[config.mk]
export PLATFORM = sky130hd
export DESIGN_NAME = wodo_front
export DESIGN_NICKNAME = d
export VERILOG_FILES = /design/src/sv/wodo_pkg.sv /design/src/sv/wodo_front.sv
export SDC_FILE = /design/constraint.sdc
export NUM_CORES = 1
export LEC_CHECK = 0
export BUFFER_PORTS_ARGS = -buffer_cell sky130_fd_sc_hd__buf_4
export CORE_MARGIN = 1
export CORE_UTILIZATION = 45
export CTS_CLUSTER_DIAMETER = 40
export CTS_CLUSTER_SIZE = 20
export DETAILED_ROUTE_END_ITERATION = 7
export SKIP_LAST_GASP = 1
export SLEW_MARGIN = 10
export SYNTH_ARGS = -nofsm -noshare
export SYNTH_HDL_FRONTEND = slang
export SYNTH_SLANG_ARGS = --single-unit
[constraint.sdc]
create_clock -name aclk -period 4.4 [get_ports aclk]
set_input_delay 0.88 -clock aclk [delete_from_list [all_inputs] [get_ports aclk]]
set_output_delay 0.88 -clock aclk [all_outputs]
set_load 0.01 [all_outputs]
[src/sv/wodo_pkg.sv]
// Shared types, constants and helpers for the wheel odometry step.
// No dependencies; used by every module of the block.
package wodo_pkg;

    localparam int COUNT_BITS      = 16;
    localparam int TRIG_ITERATIONS = 24;

    localparam int MAG_W  = COUNT_BITS + 1;
    localparam int MA_W   = (MAG_W > 32) ? MAG_W : 32;
    localparam int PROD_W = MA_W + 32;
    localparam int DP_W   = MAG_W + 24;
    localparam int AHI_W  = DP_W - 32;
    localparam int HI_W   = AHI_W + 24;
    localparam int LO_W   = 40;
    localparam int TOT_W  = HI_W + 17;
    localparam int ITER_W = (TRIG_ITERATIONS > 1) ? $clog2(TRIG_ITERATIONS) : 1;

    localparam int S_DATA_W = ((2 * COUNT_BITS + 7) / 8) * 8;
    localparam int M_DATA_W = 128;
    localparam int CFG_W    = 24;

    localparam logic REG_DIST_PER_COUNT = 1'b0;
    localparam logic REG_INV_TRACK      = 1'b1;

    localparam logic [23:0] DIST_RESET = 24'd52690;
    localparam logic [23:0] INV_RESET  = 24'd327680;

    localparam logic signed [34:0] TWO_PI_Q24  = 35'sd105414357;
    localparam logic signed [34:0] PI_Q24      = 35'sd52707179;
    localparam logic signed [34:0] HALF_PI_Q24 = 35'sd26353589;
    localparam logic signed [33:0] GAIN_Q30    = 34'sd652032874;
    localparam logic [33:0]        NEG_OFFSET  = 34'd2213701497;

    typedef struct packed {
        logic signed [COUNT_BITS-1:0] dl;
        logic signed [COUNT_BITS-1:0] dr;
    } diff_t;

    typedef struct packed {
        logic signed [31:0] value;
        logic               clip;
    } sat_t;

    function automatic sat_t sat32(input logic neg, input logic [63:0] mag);
        sat_t r;
        begin
            r.clip = 1'b0;
            if (neg) begin
                if (mag > 64'd2147483648) begin
                    r.clip  = 1'b1;
                    r.value = 32'sh8000_0000;
                end else begin
                    r.value = -$signed(mag[31:0]);
                end
            end else begin
                if (mag > 64'd2147483647) begin
                    r.clip  = 1'b1;
                    r.value = 32'sh7FFF_FFFF;
                end else begin
                    r.value = $signed(mag[31:0]);
                end
            end
            return r;
        end
    endfunction

    function automatic logic [31:0] atan_q30(input logic [4:0] i);
        case (i)
            5'd0:  return 32'h3243F6A8;
            5'd1:  return 32'h1DAC6705;
            5'd2:  return 32'h0FADBAFC;
            5'd3:  return 32'h07F56EA6;
            5'd4:  return 32'h03FEAB76;
            5'd5:  return 32'h01FFD55B;
            5'd6:  return 32'h00FFFAAA;
            5'd7:  return 32'h007FFF55;
            5'd8:  return 32'h003FFFEA;
            5'd9:  return 32'h001FFFFD;
            5'd10: return 32'h000FFFFF;
            5'd11: return 32'h0007FFFF;
            5'd12: return 32'h0003FFFF;
            5'd13: return 32'h0001FFFF;
            5'd14: return 32'h0000FFFF;
            5'd15: return 32'h00007FFF;
            5'd16: return 32'h00003FFF;
            5'd17: return 32'h00001FFF;
            5'd18: return 32'h00000FFF;
            5'd19: return 32'h000007FF;
            5'd20: return 32'h000003FF;
            5'd21: return 32'h000001FF;
            5'd22: return 32'h000000FF;
            5'd23: return 32'h0000007F;
            5'd24: return 32'h0000003F;
            5'd25: return 32'h0000001F;
            5'd26: return 32'h0000000F;
            5'd27: return 32'h00000008;
            5'd28: return 32'h00000004;
            5'd29: return 32'h00000002;
            5'd30: return 32'h00000001;
            default: return 32'h00000000;
        endcase
    endfunction

endpackage

[src/sv/wodo_front.sv]
// Input side: tracks previous encoder counts, forms wrapped differences
// and queues them in a two-word buffer. Depends on wodo_pkg.
module wodo_front (
    input  logic                               aclk,
    input  logic                               aresetn,
    input  logic                               in_valid,
    output logic                               in_ready,
    input  logic [wodo_pkg::COUNT_BITS-1:0]    left_count,
    input  logic [wodo_pkg::COUNT_BITS-1:0]    right_count,
    output logic                               q_valid,
    input  logic                               q_ready,
    output wodo_pkg::diff_t                    q_data
);

    logic [wodo_pkg::COUNT_BITS-1:0] last_left_reg, last_left_next;
    logic [wodo_pkg::COUNT_BITS-1:0] last_right_reg, last_right_next;
    logic                            seen_reg, seen_next;
    wodo_pkg::diff_t                 mem_reg [2];
    logic                            wr_ptr_reg, wr_ptr_next;
    logic                            rd_ptr_reg, rd_ptr_next;
    logic [1:0]                      count_reg, count_next;
    wodo_pkg::diff_t                 item;
    logic                            push, pop;

    assign in_ready = (count_reg != 2'd2);
    assign q_valid  = (count_reg != 2'd0);
    assign q_data   = mem_reg[rd_ptr_reg];
    assign push     = in_valid && in_ready;
    assign pop      = q_valid && q_ready;

    always_comb begin
        item.dl = seen_reg ? $signed(left_count - last_left_reg) : '0;
        item.dr = seen_reg ? $signed(right_count - last_right_reg) : '0;
        last_left_next  = push ? left_count : last_left_reg;
        last_right_next = push ? right_count : last_right_reg;
        seen_next       = seen_reg | push;
        wr_ptr_next     = push ? ~wr_ptr_reg : wr_ptr_reg;
        rd_ptr_next     = pop ? ~rd_ptr_reg : rd_ptr_reg;
        count_next      = count_reg + {1'b0, push} - {1'b0, pop};
    end

    always_ff @(posedge aclk) begin
        if (!aresetn) begin
            last_left_reg  <= '0;
            last_right_reg <= '0;
            seen_reg       <= 1'b0;
            wr_ptr_reg     <= 1'b0;
            rd_ptr_reg     <= 1'b0;
            count_reg      <= 2'd0;
        end else begin
            last_left_reg  <= last_left_next;
            last_right_reg <= last_right_next;
            seen_reg       <= seen_next;
            wr_ptr_reg     <= wr_ptr_next;
            rd_ptr_reg     <= rd_ptr_next;
            count_reg      <= count_next;
        end
    end

    always_ff @(posedge aclk) begin
        if (push) begin
            mem_reg[wr_ptr_reg] <= item;
        end
    end

endmodule

# Word-level counts from Yosys, hierarchy flattened
# Memory sizes are Yosys's and may differ from the RTL's. A register that Yosys moved wholly into a read port is not among the register bits.
# Index checks and enable logic that the tools add are counted.
# classes
n_addsub	4
n_eq_ne	1
muxes	6
bitwise	3
reduce_logical	3
# op_table
op	count
16-bit two-way mux	2
16-bit subtractor	2
1-bit two-way mux	4
2-bit by 1-bit adder with 2-bit output	1
1-bit logical AND	2
2-bit != test, second input constant	1
1-bit NOT	2
2-bit nonzero test	1
2-bit by 1-bit subtractor with 2-bit output	1
1-bit bitwise OR	1
# totals
ff_bits	37
mem_bits_rw	64
inputBits	36
output_inout_bits	34
elab_cells	24
mem_count	1
# memory_table
name	depth	word_bits	read_ports	rd_ports_with_merged_regs	write_ports	line	source
mem_reg	2	32	1	1	1	wodo_front.sv:18	wodo_pkg::diff_t mem_reg [2];

# Logic depth before layout (Yosys ltp)
# depth
ltp_word	4
depth_mapped	11

# Worst setup path before layout
# OpenSTA, ideal clock, no wires.
# synth_path
path_kind	in2reg
start	input in_valid
end	memory mem_reg[0][0] (netlist bit), enable pin
setup_ns	0.422
arrival_ns	2.679
t_required_ns	3.978
path_slack_ns	1.298
path_stages	4
n_path_buf	1
path_cell_list	and2_1 > clkbuf_1 > inv_2 > nor2_1
# synth_between
elab_chain_cells	3
# synth_lines
element	line	source
start, declared	wodo_front.sv:6	input logic in_valid,
1-bit logical AND	wodo_front.sv:28	assign push = in_valid && in_ready;
1-bit two-way mux	wodo_front.sv:61	if (push) begin
1-bit two-way mux (implied by the code)	wodo_front.sv:62	mem_reg[wr_ptr_reg] <= item;
end, declared	wodo_front.sv:18	
# No other way between the ends.

==> results.py <==
metrics = {
    "drt": {
        "drt_first_iter_violations": 142,
        "vias": 3834,
        "postRouteAntennaNets": 0,
        "wl_mm": 11.0,
        "vias_per_cell": 5.18,
        "firstDrtPassIters": 4,
        "drc": 0,
        "wl_per_cell_um": 14.9,
    },
    "floorplan": {
        "rows": 40,
        "dieArea_um2": 12800,
        "coreArea_um2": 12000,
        "pin_count": 70,
        "initial_core_util_pct": 46.1,
        "die_w_um": 113,
        "die_y_um": 113,
    },
    "finish": {
        "fin_nets": 660,
        "syn2layout_area_growth_pct": 17.3,
        "largest_reg_flops": 64,
        "seq_area_um2": 2680,
        "final_common_cell": "nand2_1",
        "n_antenna_cell": 0,
        "layout_common_cells": "87 x nand2_1, 74 x buf_4, 64 x edfxtp_1",
        "fillCellCount": 1036,
        "multiInputGateArea_um2": 2640,
        "drive_gt1_share_pct": 22.8,
    },
    "cts": {
        "clkLatencyLatePin_ps": 340,
        "clkSlewWorstSetupHoldPaths_ps": 60,
        "cts-hold-fix-buffers": 0,
        "clock_sinks": 102,
        "cts_setup_buffers": 0,
        "root_buffer": "clkbuf_16",
        "cts_buffers": 9,
        "htree_levels": 3,
        "cts_tree": "yes",
        "cts_resized": 0,
        "clockBufferDepth": 2,
    },
    "synth": {
        "yosys_warnings": 0,
        "avgSynthCellArea_um2": 10.6,
        "synth_seq_area_share_pct": 48.4,
        "muxShareOfSynthArea_pct": 7.41,
        "netlist_instances": 524,
        "synth_edf_count": 64,
        "synth_fp_nets": 596,
        "synth-xor-area-share_pct": 2.21,
        "synthAdderAreaFrac_pct": 8.40,
        "synthSimpleGateAreaFrac_pct": 15.2,
        "ys_seq_elements": 102,
        "synth_top_family_by_area": "simple AND/OR/NAND/NOR gates",
        "async_reset_ff_share_pct": 0,
        "synth_compound_area_share_pct": 14.4,
        "synthDistinctLibCells": 58,
        "synth_ff_type": "edfxtp_1",
        "syn_area_um2": 5540,
    },
    "placement": {
        "routabilityCongestion": 0.822,
        "place.detailed.hpwl_mm": 7.63,
        "portBuffers": 69,
    },
    "setup_path": {
        "r2r_slack_ps": 1990,
        "slowest_delay_ps": 840,
        "cp_cell_sequence": "buf_4 -> mux2_2 -> buf_4",
        "slowest_stage": "dfxtp_1",
        "crit_type": "flop to primary output",
        "path_buf_inv": 2,
        "crit_path_frequent_cell": "buf_4",
        "critical_path.max_fanout": 17,
        "crit_family": "flip-flops",
        "arrival_ps": 2100,
        "crit_path_end_kind": "primary output",
        "start_kind": "flop",
        "required_ps": 3520,
    },
    "global_routing": {
        "grt_max_degree": 42,
        "track_usage_pct": 17.8,
        "grt-ovfl-total": 0,
        "antenna_found_initial": 0,
        "grt_pass1_wl_mm": 17.5,
        "grt_pass1_vias": 3531,
    },
    "timing": {
        "worstMarginPinSlew_ps": 796,
        "skew_ps": 5.86,
        "fin_setup_tns_ps": 0,
        "hold_viol_final": 0,
        "rsz0062_at_grt": "false",
        "finalCritPeriodShare_pct": 67.7,
        "max_freq_mhz": 336,
        "setup_violations": 0,
        "slew_headroom_pct": 46.8,
        "period_needed_ps": 2980,
        "maxSlewViolCount": 0,
    },
    "power": {
        "power_uw": 3080,
        "power.density_nw_per_um2": 474,
        "vdd_ir_drop_max_v": 0.000229,
        "leakage_uw": 0.00259,
    },
    "job": {
        "maxCapViolations": 0,
    },
    "worst_hold_path": {
        "hp-class": "flop to flop",
    },
    "outcome": {
        "status": "finished, final reports clean",
    },
}
## cells in the mapped netlist (3+ instances only)
cell type | number | area share, %
xnor2_1 | 12 | 1.9
and2_1 | 15 | 1.7
o21a_1 | 9 | 1.2
or3_1 | 5 | 0.56
nand2_1 | 87 | 5.9
a21boi_0 | 28 | 3.8
edfxtp_1 | 64 | 35
ha_1 | 34 | 7.7
mux2_2 | 32 | 6.5
nor3_1 | 4 | 0.36
mux2i_1 | 5 | 0.90
and3_1 | 9 | 1.0
buf_2 | 4 | 0.36
a21o_1 | 7 | 0.95
a211oi_1 | 3 | 0.41
buf_1 | 4 | 0.27
a21oi_1 | 19 | 1.7
o21ai_0 | 13 | 1.2
nor2_1 | 10 | 0.68
nor3b_1 | 3 | 0.41
clkbuf_1 | 12 | 0.81
nor2b_1 | 14 | 1.6
nand2b_1 | 6 | 0.68
nand3_1 | 4 | 0.36
a21boi_1 | 5 | 0.68
inv_1 | 34 | 2.3
dfxtp_1 | 38 | 14
and3b_1 | 3 | 0.47
o21ai_1 | 5 | 0.45
## where the power goes
part | switching, uW | total [uW] | internal [uW]
clock network | 336 | 833 | 497
logic | 520 | 998 | 478
registers | 60.6 | 1250 | 1190
total | 917 | 3080 | 2160
## path summary, 6_finish.rpt
| path | depth (start not counted) | end | start |
|---|---|---|---|
| max | 3 | q_data[30] | flop |
| min reg2reg | 2 | last_right_reg[10] | last_right_reg[10] |
| min | 2 | last_right_reg[10] | last_right_reg[10] |
| max reg2reg | 8 | mem_reg[0][14] | last_right_reg[0] |
## per-stage QoR
stage | utilization (%) | hold slack, ps | cells | worst slack [ps] | cell area (um^2)
6_report | 54.1 | 452 | 740 | 1420 | 6500
5_1_grt | 54.1 | 479 | 740 | 1290 | 6500
4_1_cts | 54.1 | 455 | 740 | 1330 | 6500
3_5_place_dp | 51.6 | 446 | 724 | 1300 | 6190
3_3_place_gp | 51.6 | 444 | 724 | 1350 | 6190
2_1_floorplan | - | 435 | 524 | 1300 | 5540
## tightest hold or removal path: stages (launching register included)
cell      delay [ps]
dfxtp_1          310
nand2_1           50
a21boi_1          50
## per-layer routing
layer,wire length [um],GRT usage [%],part of all wire [%],up-vias
met2,5040,28.7,46,75
met3,448,2.57,4.1,14
li1,-,-,-,1972
met5,0,0,0,-
met1,5340,24.2,48,1773
met4,197,7.19,1.8,0
## area by class of cell
cell class / count / area share (%)
Sequential cell: 102 / 41.3
Multi-Input combinational cell: 366 / 40.6
Timing Repair Buffer: 74 / 8.55
Clock buffer: 12 / 3.64
Tap cell: 147 / 2.83
Inverter: 35 / 2.02
Clock inverter: 4 / 1.10
## kinds of logic (layout without fill, tap and decap cells)
family	Yosys count	in the layout
buffers and inverters	56	125
and+or+nand+nor	170	170
DFF	102	102
muxes	37	37
AOI/OAI and AO/OA	109	109
adders and majority gates	36	36
xor gates and xnor gates	14	14
Power figures use the tool's default switching activity.
