`config.mk`:
```
export PLATFORM = sky130hd
export DESIGN_NAME = wodo_back
export DESIGN_NICKNAME = d
export VERILOG_FILES = /design/src/sv/wodo_pkg.sv /design/src/sv/wodo_back.sv
export SDC_FILE = /design/constraint.sdc
export NUM_CORES = 2
export LEC_CHECK = 0
export ABC_CLOCK_PERIOD_IN_PS = 21700
export BUFFER_PORTS_ARGS = -buffer_cell sky130_fd_sc_hd__clkbuf_2
export CORE_MARGIN = 2
export CORE_UTILIZATION = 60
export DETAILED_ROUTE_END_ITERATION = 16
export PLACE_DENSITY_LB_ADDON = 0.08
export SLEW_MARGIN = 5
export SYNTH_ARGS = -nofsm -noshare
export SYNTH_HDL_FRONTEND = slang
export SYNTH_SLANG_ARGS = --single-unit
```
`constraint.sdc`:
```
create_clock -name aclk -period 21.7 [get_ports aclk]
set_clock_uncertainty 0.05 [all_clocks]
set_input_delay 3.255 -clock aclk [delete_from_list [all_inputs] [get_ports aclk]]
set_output_delay 3.255 -clock aclk [all_outputs]
set_load 0.05 [all_outputs]
```
`src/sv/wodo_pkg.sv`:
```
// Shared types, constants and helpers for the wheel odometry step.
// No dependencies; used by every module of the block.
package wodo_pkg;

    localparam int COUNT_BITS      = 16;
    localparam int TRIG_ITERATIONS = 24;

    localparam int MAG_W  = COUNT_BITS + 1;
    localparam int MA_W   = (MAG_W > 32) ? MAG_W : 32;
    localparam int PROD_W = MA_W + 32;
    localparam int DP_W   = MAG_W + 24;
    localparam int AHI_W  = DP_W - 32;
    localparam int HI_W   = AHI_W + 24;
    localparam int LO_W   = 40;
    localparam int TOT_W  = HI_W + 17;
    localparam int ITER_W = (TRIG_ITERATIONS > 1) ? $clog2(TRIG_ITERATIONS) : 1;

    localparam int S_DATA_W = ((2 * COUNT_BITS + 7) / 8) * 8;
    localparam int M_DATA_W = 128;
    localparam int CFG_W    = 24;

    localparam logic REG_DIST_PER_COUNT = 1'b0;
    localparam logic REG_INV_TRACK      = 1'b1;

    localparam logic [23:0] DIST_RESET = 24'd52690;
    localparam logic [23:0] INV_RESET  = 24'd327680;

    localparam logic signed [34:0] TWO_PI_Q24  = 35'sd105414357;
    localparam logic signed [34:0] PI_Q24      = 35'sd52707179;
    localparam logic signed [34:0] HALF_PI_Q24 = 35'sd26353589;
    localparam logic signed [33:0] GAIN_Q30    = 34'sd652032874;
    localparam logic [33:0]        NEG_OFFSET  = 34'd2213701497;

    typedef struct packed {
        logic signed [COUNT_BITS-1:0] dl;
        logic signed [COUNT_BITS-1:0] dr;
    } diff_t;

    typedef struct packed {
        logic signed [31:0] value;
        logic               clip;
    } sat_t;

    function automatic sat_t sat32(input logic neg, input logic [63:0] mag);
        sat_t r;
        begin
            r.clip = 1'b0;
            if (neg) begin
                if (mag > 64'd2147483648) begin
                    r.clip  = 1'b1;
                    r.value = 32'sh8000_0000;
                end else begin
                    r.value = -$signed(mag[31:0]);
                end
            end else begin
                if (mag > 64'd2147483647) begin
                    r.clip  = 1'b1;
                    r.value = 32'sh7FFF_FFFF;
                end else begin
                    r.value = $signed(mag[31:0]);
                end
            end
            return r;
        end
    endfunction

    function automatic logic [31:0] atan_q30(input logic [4:0] i);
        case (i)
            5'd0:  return 32'h3243F6A8;
            5'd1:  return 32'h1DAC6705;
            5'd2:  return 32'h0FADBAFC;
            5'd3:  return 32'h07F56EA6;
            5'd4:  return 32'h03FEAB76;
            5'd5:  return 32'h01FFD55B;
            5'd6:  return 32'h00FFFAAA;
            5'd7:  return 32'h007FFF55;
            5'd8:  return 32'h003FFFEA;
            5'd9:  return 32'h001FFFFD;
            5'd10: return 32'h000FFFFF;
            5'd11: return 32'h0007FFFF;
            5'd12: return 32'h0003FFFF;
            5'd13: return 32'h0001FFFF;
            5'd14: return 32'h0000FFFF;
            5'd15: return 32'h00007FFF;
            5'd16: return 32'h00003FFF;
            5'd17: return 32'h00001FFF;
            5'd18: return 32'h00000FFF;
            5'd19: return 32'h000007FF;
            5'd20: return 32'h000003FF;
            5'd21: return 32'h000001FF;
            5'd22: return 32'h000000FF;
            5'd23: return 32'h0000007F;
            5'd24: return 32'h0000003F;
            5'd25: return 32'h0000001F;
            5'd26: return 32'h0000000F;
            5'd27: return 32'h00000008;
            5'd28: return 32'h00000004;
            5'd29: return 32'h00000002;
            5'd30: return 32'h00000001;
            default: return 32'h00000000;
        endcase
    endfunction

endpackage

```
`src/sv/wodo_back.sv`:
```
// Compute side: shared multiplier sequencer for distances, heading and steps,
// angle reduction, iterative CORDIC and output register. Depends on wodo_pkg.
module wodo_back (
    input  logic                   aclk,
    input  logic                   aresetn,
    input  logic                   q_valid,
    output logic                   q_ready,
    input  wodo_pkg::diff_t        q_data,
    input  logic [23:0]            dist_per_count,
    input  logic [23:0]            inv_track,
    output logic                   out_valid,
    input  logic                   out_ready,
    output logic [31:0]            mean_distance,
    output logic [31:0]            heading_change,
    output logic [31:0]            step_x,
    output logic [31:0]            step_y,
    output logic                   clipped
);

    localparam logic [3:0] ST_IDLE   = 4'd0;
    localparam logic [3:0] ST_MEAN   = 4'd1;
    localparam logic [3:0] ST_HEADA  = 4'd2;
    localparam logic [3:0] ST_HEADB  = 4'd3;
    localparam logic [3:0] ST_HEADC  = 4'd4;
    localparam logic [3:0] ST_HEADD  = 4'd5;
    localparam logic [3:0] ST_REDUCE = 4'd6;
    localparam logic [3:0] ST_FOLD   = 4'd7;
    localparam logic [3:0] ST_CORDIC = 4'd8;
    localparam logic [3:0] ST_MULX   = 4'd9;
    localparam logic [3:0] ST_MULY   = 4'd10;
    localparam logic [3:0] ST_DONE   = 4'd11;

    localparam int MAG_W  = wodo_pkg::MAG_W;
    localparam int MA_W   = wodo_pkg::MA_W;
    localparam int PROD_W = wodo_pkg::PROD_W;

    logic [3:0]                    state_reg, state_next;
    logic                          sneg_reg, sneg_next, dneg_reg, dneg_next;
    logic [MAG_W-1:0]              smag_reg, smag_next, dmag_reg, dmag_next;
    logic [PROD_W-1:0]             prod_reg, prod_next;
    logic [wodo_pkg::AHI_W-1:0]    ahi_reg, ahi_next;
    logic [wodo_pkg::LO_W-1:0]     lo_reg, lo_next;
    logic signed [31:0]            mean_reg, mean_next, head_reg, head_next;
    logic signed [31:0]            sx_reg, sx_next;
    logic                          clip_reg, clip_next;
    logic [33:0]                   v_reg, v_next;
    logic [2:0]                    k_reg, k_next;
    logic signed [33:0]            x_reg, x_next, y_reg, y_next, z_reg, z_next;
    logic                          flip_reg, flip_next;
    logic [wodo_pkg::ITER_W-1:0]   it_reg, it_next;
    logic                          ov_reg, ov_next;
    logic [31:0]                   o_mean_reg, o_head_reg, o_sx_reg, o_sy_reg;
    logic                          o_clip_reg;
    logic                          load_out;

    logic [MA_W-1:0]               mul_a;
    logic [31:0]                   mul_b;
    logic signed [MAG_W-1:0]       sum_w, dif_w;
    logic [wodo_pkg::TOT_W-1:0]    total;
    logic [63:0]                   head_mag;
    wodo_pkg::sat_t                sat_w;
    logic [31:0]                   mean_mag;
    logic                          cneg, sneg_t, xneg, yneg;
    logic [31:0]                   cmag, ymag;
    logic [33:0]                   sub_t;
    logic signed [34:0]            r_w;
    logic signed [33:0]            dx_w, dy_w, at_w;

    assign q_ready   = (state_reg == ST_IDLE);
    assign out_valid = ov_reg;
    assign mean_distance  = o_mean_reg;
    assign heading_change = o_head_reg;
    assign step_x         = o_sx_reg;
    assign step_y         = o_sy_reg;
    assign clipped        = o_clip_reg;
    assign load_out = (state_reg == ST_DONE) && (!ov_reg || out_ready);

    always_comb begin
        sum_w = MAG_W'(q_data.dl) + MAG_W'(q_data.dr);
        dif_w = MAG_W'(q_data.dr) - MAG_W'(q_data.dl);
        total = (wodo_pkg::TOT_W'(prod_reg[wodo_pkg::HI_W-1:0]) << 16)
              + wodo_pkg::TOT_W'(lo_reg);
        head_mag = (|total[wodo_pkg::TOT_W-1:32]) ? {64{1'b1}} : {32'd0, total[31:0]};
        mean_mag = mean_reg[31] ? 32'(-mean_reg) : 32'(mean_reg);
        xneg  = x_reg[33];
        yneg  = y_reg[33];
        cneg  = flip_reg ? (!xneg && (x_reg != '0)) : xneg;
        sneg_t = flip_reg ? (!yneg && (y_reg != '0)) : yneg;
        cmag  = xneg ? 32'(-x_reg) : 32'(x_reg);
        ymag  = yneg ? 32'(-y_reg) : 32'(y_reg);
        sub_t = 34'(wodo_pkg::TWO_PI_Q24) << k_reg;
        dx_w  = y_reg >>> it_reg;
        dy_w  = x_reg >>> it_reg;
        at_w  = $signed({2'b00, wodo_pkg::atan_q30(5'(it_reg))});
        r_w   = $signed({1'b0, v_reg});

        mul_a = '0;
        mul_b = '0;
        case (state_reg)
            ST_MEAN:  begin mul_a = MA_W'(smag_reg); mul_b = 32'(dist_per_count); end
            ST_HEADA: begin mul_a = MA_W'(dmag_reg); mul_b = 32'(dist_per_count); end
            ST_HEADB: begin mul_a = MA_W'(prod_reg[31:0]); mul_b = 32'(inv_track); end
            ST_HEADC: begin mul_a = MA_W'(ahi_reg); mul_b = 32'(inv_track); end
            ST_MULX:  begin mul_a = MA_W'(mean_mag); mul_b = cmag; end
            // sine product is held while the result waits in ST_DONE
            ST_MULY, ST_DONE: begin mul_a = MA_W'(mean_mag); mul_b = ymag; end
            default:  begin mul_a = '0; mul_b = '0; end
        endcase
        prod_next = PROD_W'(mul_a) * PROD_W'(mul_b);

        state_next = state_reg;
        sneg_next = sneg_reg;  smag_next = smag_reg;
        dneg_next = dneg_reg;  dmag_next = dmag_reg;
        ahi_next  = ahi_reg;   lo_next   = lo_reg;
        mean_next = mean_reg;  head_next = head_reg;
        sx_next   = sx_reg;    clip_next = clip_reg;
        v_next    = v_reg;     k_next    = k_reg;
        x_next    = x_reg;     y_next    = y_reg;
        z_next    = z_reg;     flip_next = flip_reg;
        it_next   = it_reg;
        ov_next   = ov_reg & ~out_ready;
        sat_w     = '0;

        case (state_reg)
            ST_IDLE: begin
                if (q_valid) begin
                    sneg_next  = sum_w[MAG_W-1];
                    smag_next  = sum_w[MAG_W-1] ? MAG_W'(-sum_w) : MAG_W'(sum_w);
                    dneg_next  = dif_w[MAG_W-1];
                    dmag_next  = dif_w[MAG_W-1] ? MAG_W'(-dif_w) : MAG_W'(dif_w);
                    clip_next  = 1'b0;
                    state_next = ST_MEAN;
                end
            end
            ST_MEAN:  state_next = ST_HEADA;
            ST_HEADA: begin
                sat_w      = wodo_pkg::sat32(sneg_reg,
                                 64'(prod_reg[wodo_pkg::DP_W-1:1]));
                mean_next  = sat_w.value;
                clip_next  = clip_reg | sat_w.clip;
                state_next = ST_HEADB;
            end
            ST_HEADB: begin
                ahi_next   = prod_reg[wodo_pkg::DP_W-1:32];
                state_next = ST_HEADC;
            end
            ST_HEADC: begin
                lo_next    = prod_reg[55:16];
                state_next = ST_HEADD;
            end
            ST_HEADD: begin
                sat_w      = wodo_pkg::sat32(dneg_reg, head_mag);
                head_next  = sat_w.value;
                clip_next  = clip_reg | sat_w.clip;
                v_next     = sat_w.value[31] ? 34'(sat_w.value) + wodo_pkg::NEG_OFFSET
                                             : 34'(sat_w.value);
                k_next     = 3'd4;
                state_next = ST_REDUCE;
            end
            ST_REDUCE: begin
                if (v_reg >= sub_t) begin
                    v_next = v_reg - sub_t;
                end
                k_next = k_reg - 3'd1;
                if (k_reg == 3'd0) begin
                    state_next = ST_FOLD;
                end
            end
            ST_FOLD: begin
                if (r_w >= wodo_pkg::PI_Q24) begin
                    r_w = r_w - wodo_pkg::TWO_PI_Q24;
                end
                flip_next = 1'b0;
                if (r_w > wodo_pkg::HALF_PI_Q24) begin
                    r_w = r_w - wodo_pkg::PI_Q24;
                    flip_next = 1'b1;
                end else if (r_w < -wodo_pkg::HALF_PI_Q24) begin
                    r_w = r_w + wodo_pkg::PI_Q24;
                    flip_next = 1'b1;
                end
                z_next     = 34'(r_w) <<< 6;
                x_next     = wodo_pkg::GAIN_Q30;
                y_next     = '0;
                it_next    = '0;
                state_next = ST_CORDIC;
            end
            ST_CORDIC: begin
                if (!z_reg[33]) begin
                    x_next = x_reg - dx_w;
                    y_next = y_reg + dy_w;
                    z_next = z_reg - at_w;
                end else begin
                    x_next = x_reg + dx_w;
                    y_next = y_reg - dy_w;
                    z_next = z_reg + at_w;
                end
                it_next = it_reg + 1'b1;
                if (it_reg == wodo_pkg::ITER_W'(wodo_pkg::TRIG_ITERATIONS - 1)) begin
                    state_next = ST_MULX;
                end
            end
            ST_MULX:  state_next = ST_MULY;
            ST_MULY: begin
                sat_w      = wodo_pkg::sat32(mean_reg[31] != cneg, 64'(prod_reg[63:30]));
                sx_next    = sat_w.value;
                clip_next  = clip_reg | sat_w.clip;
                state_next = ST_DONE;
            end
            ST_DONE: begin
                sat_w = wodo_pkg::sat32(mean_reg[31] != sneg_t, 64'(prod_reg[63:30]));
                if (load_out) begin
                    ov_next    = 1'b1;
                    state_next = ST_IDLE;
                end
            end
            default: state_next = ST_IDLE;
        endcase
    end

    always_ff @(posedge aclk) begin
        if (!aresetn) begin
            state_reg <= ST_IDLE;
            ov_reg    <= 1'b0;
        end else begin
            state_reg <= state_next;
            ov_reg    <= ov_next;
        end
    end

    always_ff @(posedge aclk) begin
        sneg_reg <= sneg_next;  smag_reg <= smag_next;
        dneg_reg <= dneg_next;  dmag_reg <= dmag_next;
        prod_reg <= prod_next;
        ahi_reg  <= ahi_next;   lo_reg   <= lo_next;
        mean_reg <= mean_next;  head_reg <= head_next;
        sx_reg   <= sx_next;    clip_reg <= clip_next;
        v_reg    <= v_next;     k_reg    <= k_next;
        x_reg    <= x_next;     y_reg    <= y_next;
        z_reg    <= z_next;     flip_reg <= flip_next;
        it_reg   <= it_next;
        if (load_out) begin
            o_mean_reg <= mean_reg;
            o_head_reg <= head_reg;
            o_sx_reg   <= sx_reg;
            o_sy_reg   <= sat_w.value;
            o_clip_reg <= clip_reg | sat_w.clip;
        end
    end

endmodule

```
After elaboration in Yosys (flattened, before gate mapping)
Memories as Yosys holds them, arrays and structs flattened. A register that Yosys moved wholly into a read port is not among the register bits.
Index checks and enable logic that the tools add are counted.
{"block": "word_totals", "romBits": 960, "reg_bits": 525, "word_cells": 170, "ram_bits": 0, "latch_bits": 0, "mem_count": 1, "inputBits": 84}
{"memory": "(no name shown)", "words": 32, "word_bits": 30, "rd": 1, "rd_clocked_by_memory_dff": 1, "write_ports": 0, "line_no": "wodo_pkg.sv:68", "rtl": "case (i)"}
{"block": "op_classes", "n_lt_le_gt_ge": 10, "div_mod_pow": 0, "n_eq_ne": 19, "bitwise_logic": 6, "n_mul": 1, "n_mux": 56, "reduce_logical": 23, "shifts": 3, "n_addsub": 24}
{"cell": "two-way mux 32 bit", "count": 9}
{"cell": "one-hot mux 34 bit (2 select lines)", "count": 4}
{"cell": "two-way mux 33 bit", "count": 7}
{"cell": "negator 32 bit", "count": 6}
{"cell": "two-way mux 34 bit", "count": 5}
{"cell": "one-hot mux 32 bit (5 select lines)", "count": 1}
{"cell": "one-hot mux 33 bit (4 select lines)", "count": 1}
{"cell": "one-hot mux 32 bit (4 select lines)", "count": 1}
{"cell": "subtractor 34 bit", "count": 3}
{"cell": "two-way mux 35 bit", "count": 2}
{"cell": "adder 34 bit", "count": 2}
{"cell": "nonzero test 34 bit", "count": 2}
{"cell": ">>> shifter 34 x 5 -> 34 bit", "count": 2}
{"cell": "> comparator 64 x 31 -> 1 bit, second input constant", "count": 1}
{"cell": "> comparator 64 x 32 -> 1 bit, second input constant", "count": 1}
{"cell": "multiplier 32 x 32 -> 64 bit", "count": 1}
{"cell": "two-way mux 64 bit", "count": 1}
{"cell": "two-way mux 28 bit", "count": 2}
{"cell": "adder 49 x 40 -> 50 bit", "count": 1}
{"cell": "one-hot mux 4 bit (12 select lines)", "count": 1}
{"cell": "> comparator 40 x 31 -> 1 bit, second input constant", "count": 1}
{"cell": "> comparator 40 x 32 -> 1 bit, second input constant", "count": 1}
{"cell": "> comparator 35 x 26 -> 1 bit, second input constant", "count": 1}
{"cell": "less-than comparator 35 x 26 -> 1 bit, second input constant", "count": 1}
{"cell": "other kinds (45)", "count": 85}

Longest topological paths before layout
{"block": "depth", "ltp_word": 10, "depth_mapped": 44, "depth_no_buf": 43}

Least setup slack after synthesis
No wires, ideal clock.
{"block": "synth_path", "path_type": "input port to flip-flop", "from": "input dist_per_count[3]", "to": "register prod_reg[62]", "setup_slack_ns": 9.679, "cell_stages": 32, "setup_ns": 0.127, "arrival_ns": 11.844, "t_required_ns": 21.523, "path_cell_list": "a22o_1 > nor3_1 > clkbuf_1 > nor2_1 > fa_1 > inv_1 > fa_1 > fa_1 > fa_1 > inv_1 > fa_1 > fa_1 > fa_1 > inv_1 > fa_1 > inv_1 > ha_1 > a21o_1 > a21o_1 > a21o_1 > a2111o_1 > a21oi_1 > o31a_1 > a21oi_1 > a31o_2 > a31oi_1 > a211oi_1 > a21oi_1 > nor3_1 > a2111oi_0 > o21ai_0 > xor2_1"}
{"block": "synth_between", "elab_chain_cells": 2}
{"element": "from (decl)", "line_no": "wodo_back.sv:9", "rtl": "input logic [23:0] dist_per_count,"}
{"element": "one-hot mux 32 bit (4 select lines)", "line_no": "wodo_back.sv:99", "rtl": "case (state_reg)"}
{"element": "multiplier 32 x 32 -> 64 bit", "line_no": "wodo_back.sv:109", "rtl": "prod_next = PROD_W'(mul_a) * PROD_W'(mul_b);"}
{"element": "net prod_next[62]", "line_no": "wodo_back.sv:40", "rtl": "logic [PROD_W-1:0] prod_reg, prod_next;"}
{"element": "to (signal assigned)", "line_no": "wodo_back.sv:233", "rtl": "prod_reg <= prod_next;"}
{"element": "to (decl)", "line_no": "wodo_back.sv:40"}
The timed path passes the listed nets, and every way through them passes these cells.
A chain may end at the register's enable or synchronous reset.

Worst setup path in the final report
{"block": "layout_path", "from": "register x_reg[3]", "to": "register prod_reg[62]"}
{"block": "layout_between", "elab_chain_cells": 4}
{"element": "from (decl)", "line_no": "wodo_back.sv:48", "rtl": "logic signed [33:0] x_reg, x_next, y_reg, y_next, z_reg, z_next;"}
{"element": "from (signal assigned)", "line_no": "wodo_back.sv:238", "rtl": "x_reg <= x_next; y_reg <= y_next;"}
{"element": "negator 32 bit", "line_no": "wodo_back.sv:89", "rtl": "cmag = xneg ? 32'(-x_reg) : 32'(x_reg);"}
{"element": "two-way mux 32 bit *", "line_no": "wodo_back.sv:89"}
{"element": "one-hot mux 32 bit (4 select lines) *", "line_no": "wodo_back.sv:99"}
{"element": "multiplier 32 x 32 -> 64 bit *", "line_no": "wodo_back.sv:109"}
{"element": "net prod_next[62]", "line_no": "wodo_back.sv:40"}
Mark *: on every way through the listed nets, which the timed path passes. The rest lies on a longest branch.

==> metrics.cfg <==
[status]
status=completed

[die]
die_area_sq_mm=0.130
core.rowCount=130
die_h_um=360
core-area_sq_mm=0.126
pin_count=215
fp.dieW_um=360
start_util_pct=60.6

[drt]
routed.top_layer=met5
antenna_left=0
drt_iter0_markers=7590
route.met3.wl_um=30800
drc_errors=0
vias=66800
met1Wirelength_um=98200
drt-pass1-iter-count=7
viasPerCell=6.42
totalWireLength_um=271000
wire_per_inst_um=26.0
dr_wl_met2_um=122000

[power]
peakVddDrop_v=0.0000540
leakagePower_nw=36.1
powerDensity_mw_per_mm2=55.8

[clocking]
ctsHoldBuffers=0
cts_tree=done
clk_latency_ns=0.71
cts_resized=0
cts_setup_buffers=0
htree_levels=3
clkTransAtPathRegs_ns=0.07
cts.path.max_buffers=3
cts_buffers=68
cts.sinks=554
clockRootBuffer=clkbuf_16

[cells_and_area]
layout.nets=10200
final-seq-area_sq_mm=0.0156
finalNonFillerCells=10400
largest_reg_flops=64
synthToLayoutAreaGrowth_pct=6.80
drive_above_1_share_pct=8.25
fillers=10600
multi_input_area_sq_mm=0.0546

[setup_path]
cp_max_fo=9
critPathSlowestCell=a2111oi_0
timing.critical_path.mode_cell=fa_1
arrival_ns=13.17
start_kind=register
required_ns=22.23
path_class=reg -> reg
endpoint_kind=register
critPathMaxStageDelay_ns=0.64

[global_route]
grt_max_degree=82
grt_overflow_total=0
antenna_found_initial=12
grt_util_all_layers_pct=41.4
grt_pass1_wl_um=405000
grt_pass1_vias=66200

[placement]
place_hpwl_um=207000
placedCellCount=10300
place.gp.congestion=0.994
io_buffers=214

[hold_path]
hold_class=reg -> reg

[synthesis]
synth_warnings=0
avgSynthCellArea_sq_um=8.77
synth_cells=8691
synth_ff_type=edfxtp_1
netlist_area_sq_mm=0.0763
synth_edf_count=455
ys_seq_area_share_pct=20.5
synthArstFlopShare_pct=0
yosysUniqueCellTypes=113
ys_ff_latch=554
syn-num-nets=10200

[timing]
fin_crit_sh_pct=58.2
tns_ns=0
tightest_slew_ns=1.39
final-max-slew-violation-count=0
rsz0062_at_grt=false
max_slew_margin_pct=6.25
setup_viol=0
fmax_mhz=79.1
period_minus_slack_ns=12.64
hold_viol_final=0

[flow_run]
maxCapViolCount=0

-- where the power goes --
part	internal (mW)	total [mW]	switching, mW
registers	1.24	1.37	0.124
logic	0.644	2.03	1.38
clock network	0.631	1.15	0.518
-- per-stage QoR --
| stage | area, sq um | hold slack (ns) | setup slack, ns | util [%] | power (mW) |
|---|---|---|---|---|---|
| detailed placement | 79200 | 0.355 | 8.92 | 62.9 | 3.32 |
| global route | 81400 | 0.368 | 8.45 | 64.7 | 4.72 |
| global placement | 79200 | 0.352 | 9.12 | 62.9 | 3.30 |
| floorplan | 76300 | 0.350 | 9.68 | - | 2.60 |
| finish | 81400 | 0.359 | 9.06 | 64.7 | 4.54 |
| CTS | 81400 | 0.359 | 9.36 | 64.7 | 4.47 |
-- placed cells by master, fill, tap and decap left out, types with 138 or more instances in the layout --
cell      netlist  final
nand2_1       998    997
nor3_1        159    138
fa_1          903    903
o21ai_0       361    344
a21oi_1       419    419
xnor2_1       280    280
buf_4           4    165
edfxtp_1      455    455
clkbuf_2        0    214
inv_1        1201   1198
ha_1          485    485
nor2_1       1006   1002
xor2_1        233    231
-- final timing paths --
kind,cells past startpoint,endpoint,slack [ns],from
min reg2reg,0,step_x[12],0.36,sx_reg[12]
max,39,prod_reg[62],9.06,x_reg[3]
min,0,step_x[12],0.36,sx_reg[12]
max reg2reg,39,prod_reg[62],9.06,x_reg[3]
-- worst max-delay path: cells and delay by family, from the launching register on --
family | cells | cell delay [ns]
flip-flops | 1 | 0.53
adder cells (fa/ha/maj) | 9 | 4.01
XOR/XNOR | 2 | 0.57
AND/OR/NAND/NOR | 11 | 3.52
AO/OA/AOI/OAI | 12 | 3.55
buffers and inverters | 5 | 0.29
-- per-layer routing --
layer	global-route usage [%]	vias to the layer above
li1	-	29100
met4	25.3	14
met5	0	-
met3	11.0	1019
met1	51.6	32800
met2	64.6	3915
-- layout make-up --
type,count,area share [%]
multi-input cells,6487,67.1
flip-flops and latches,554,19.2
inverters,1208,5.57
repair buffers,379,2.84
well taps,1650,2.54
clock buffers,84,2.21
clock inverters,41,0.530
diodes,6,0.0184
-- cell usage after synthesis (75+ instances only) --
cell type | number | area, sq um
a21oi_1 | 419 | 2100
nand2_1 | 998 | 3750
inv_1 | 1201 | 4510
fa_1 | 903 | 18100
clkbuf_1 | 376 | 1410
or3_1 | 86 | 538
o21ai_0 | 361 | 1810
nor3_1 | 159 | 796
a21o_1 | 104 | 781
dfxtp_1 | 99 | 1980
ha_1 | 485 | 6070
and2_1 | 75 | 469
xor2_1 | 233 | 2040
xnor2_1 | 280 | 2450
edfxtp_1 | 455 | 13700
nor2_1 | 1006 | 3780
nand3_1 | 79 | 395
-- kinds of logic (layout without fill, tap and decap cells) --
kind of cell    Yosys count  count (layout)  share of synthesized area (%)
mux                     162             162                           3.35
fa+ha+maj              1388            1388                           31.7
xor+xnor                516             516                           5.96
buf+inv                1650            1712                           8.22
flops                   554             554                           20.5
other cells               0               6                              0
compound gates         1646            1646                           14.2
simple gates           2775            2775                           16.1
(Power assumes the default switching activity.)
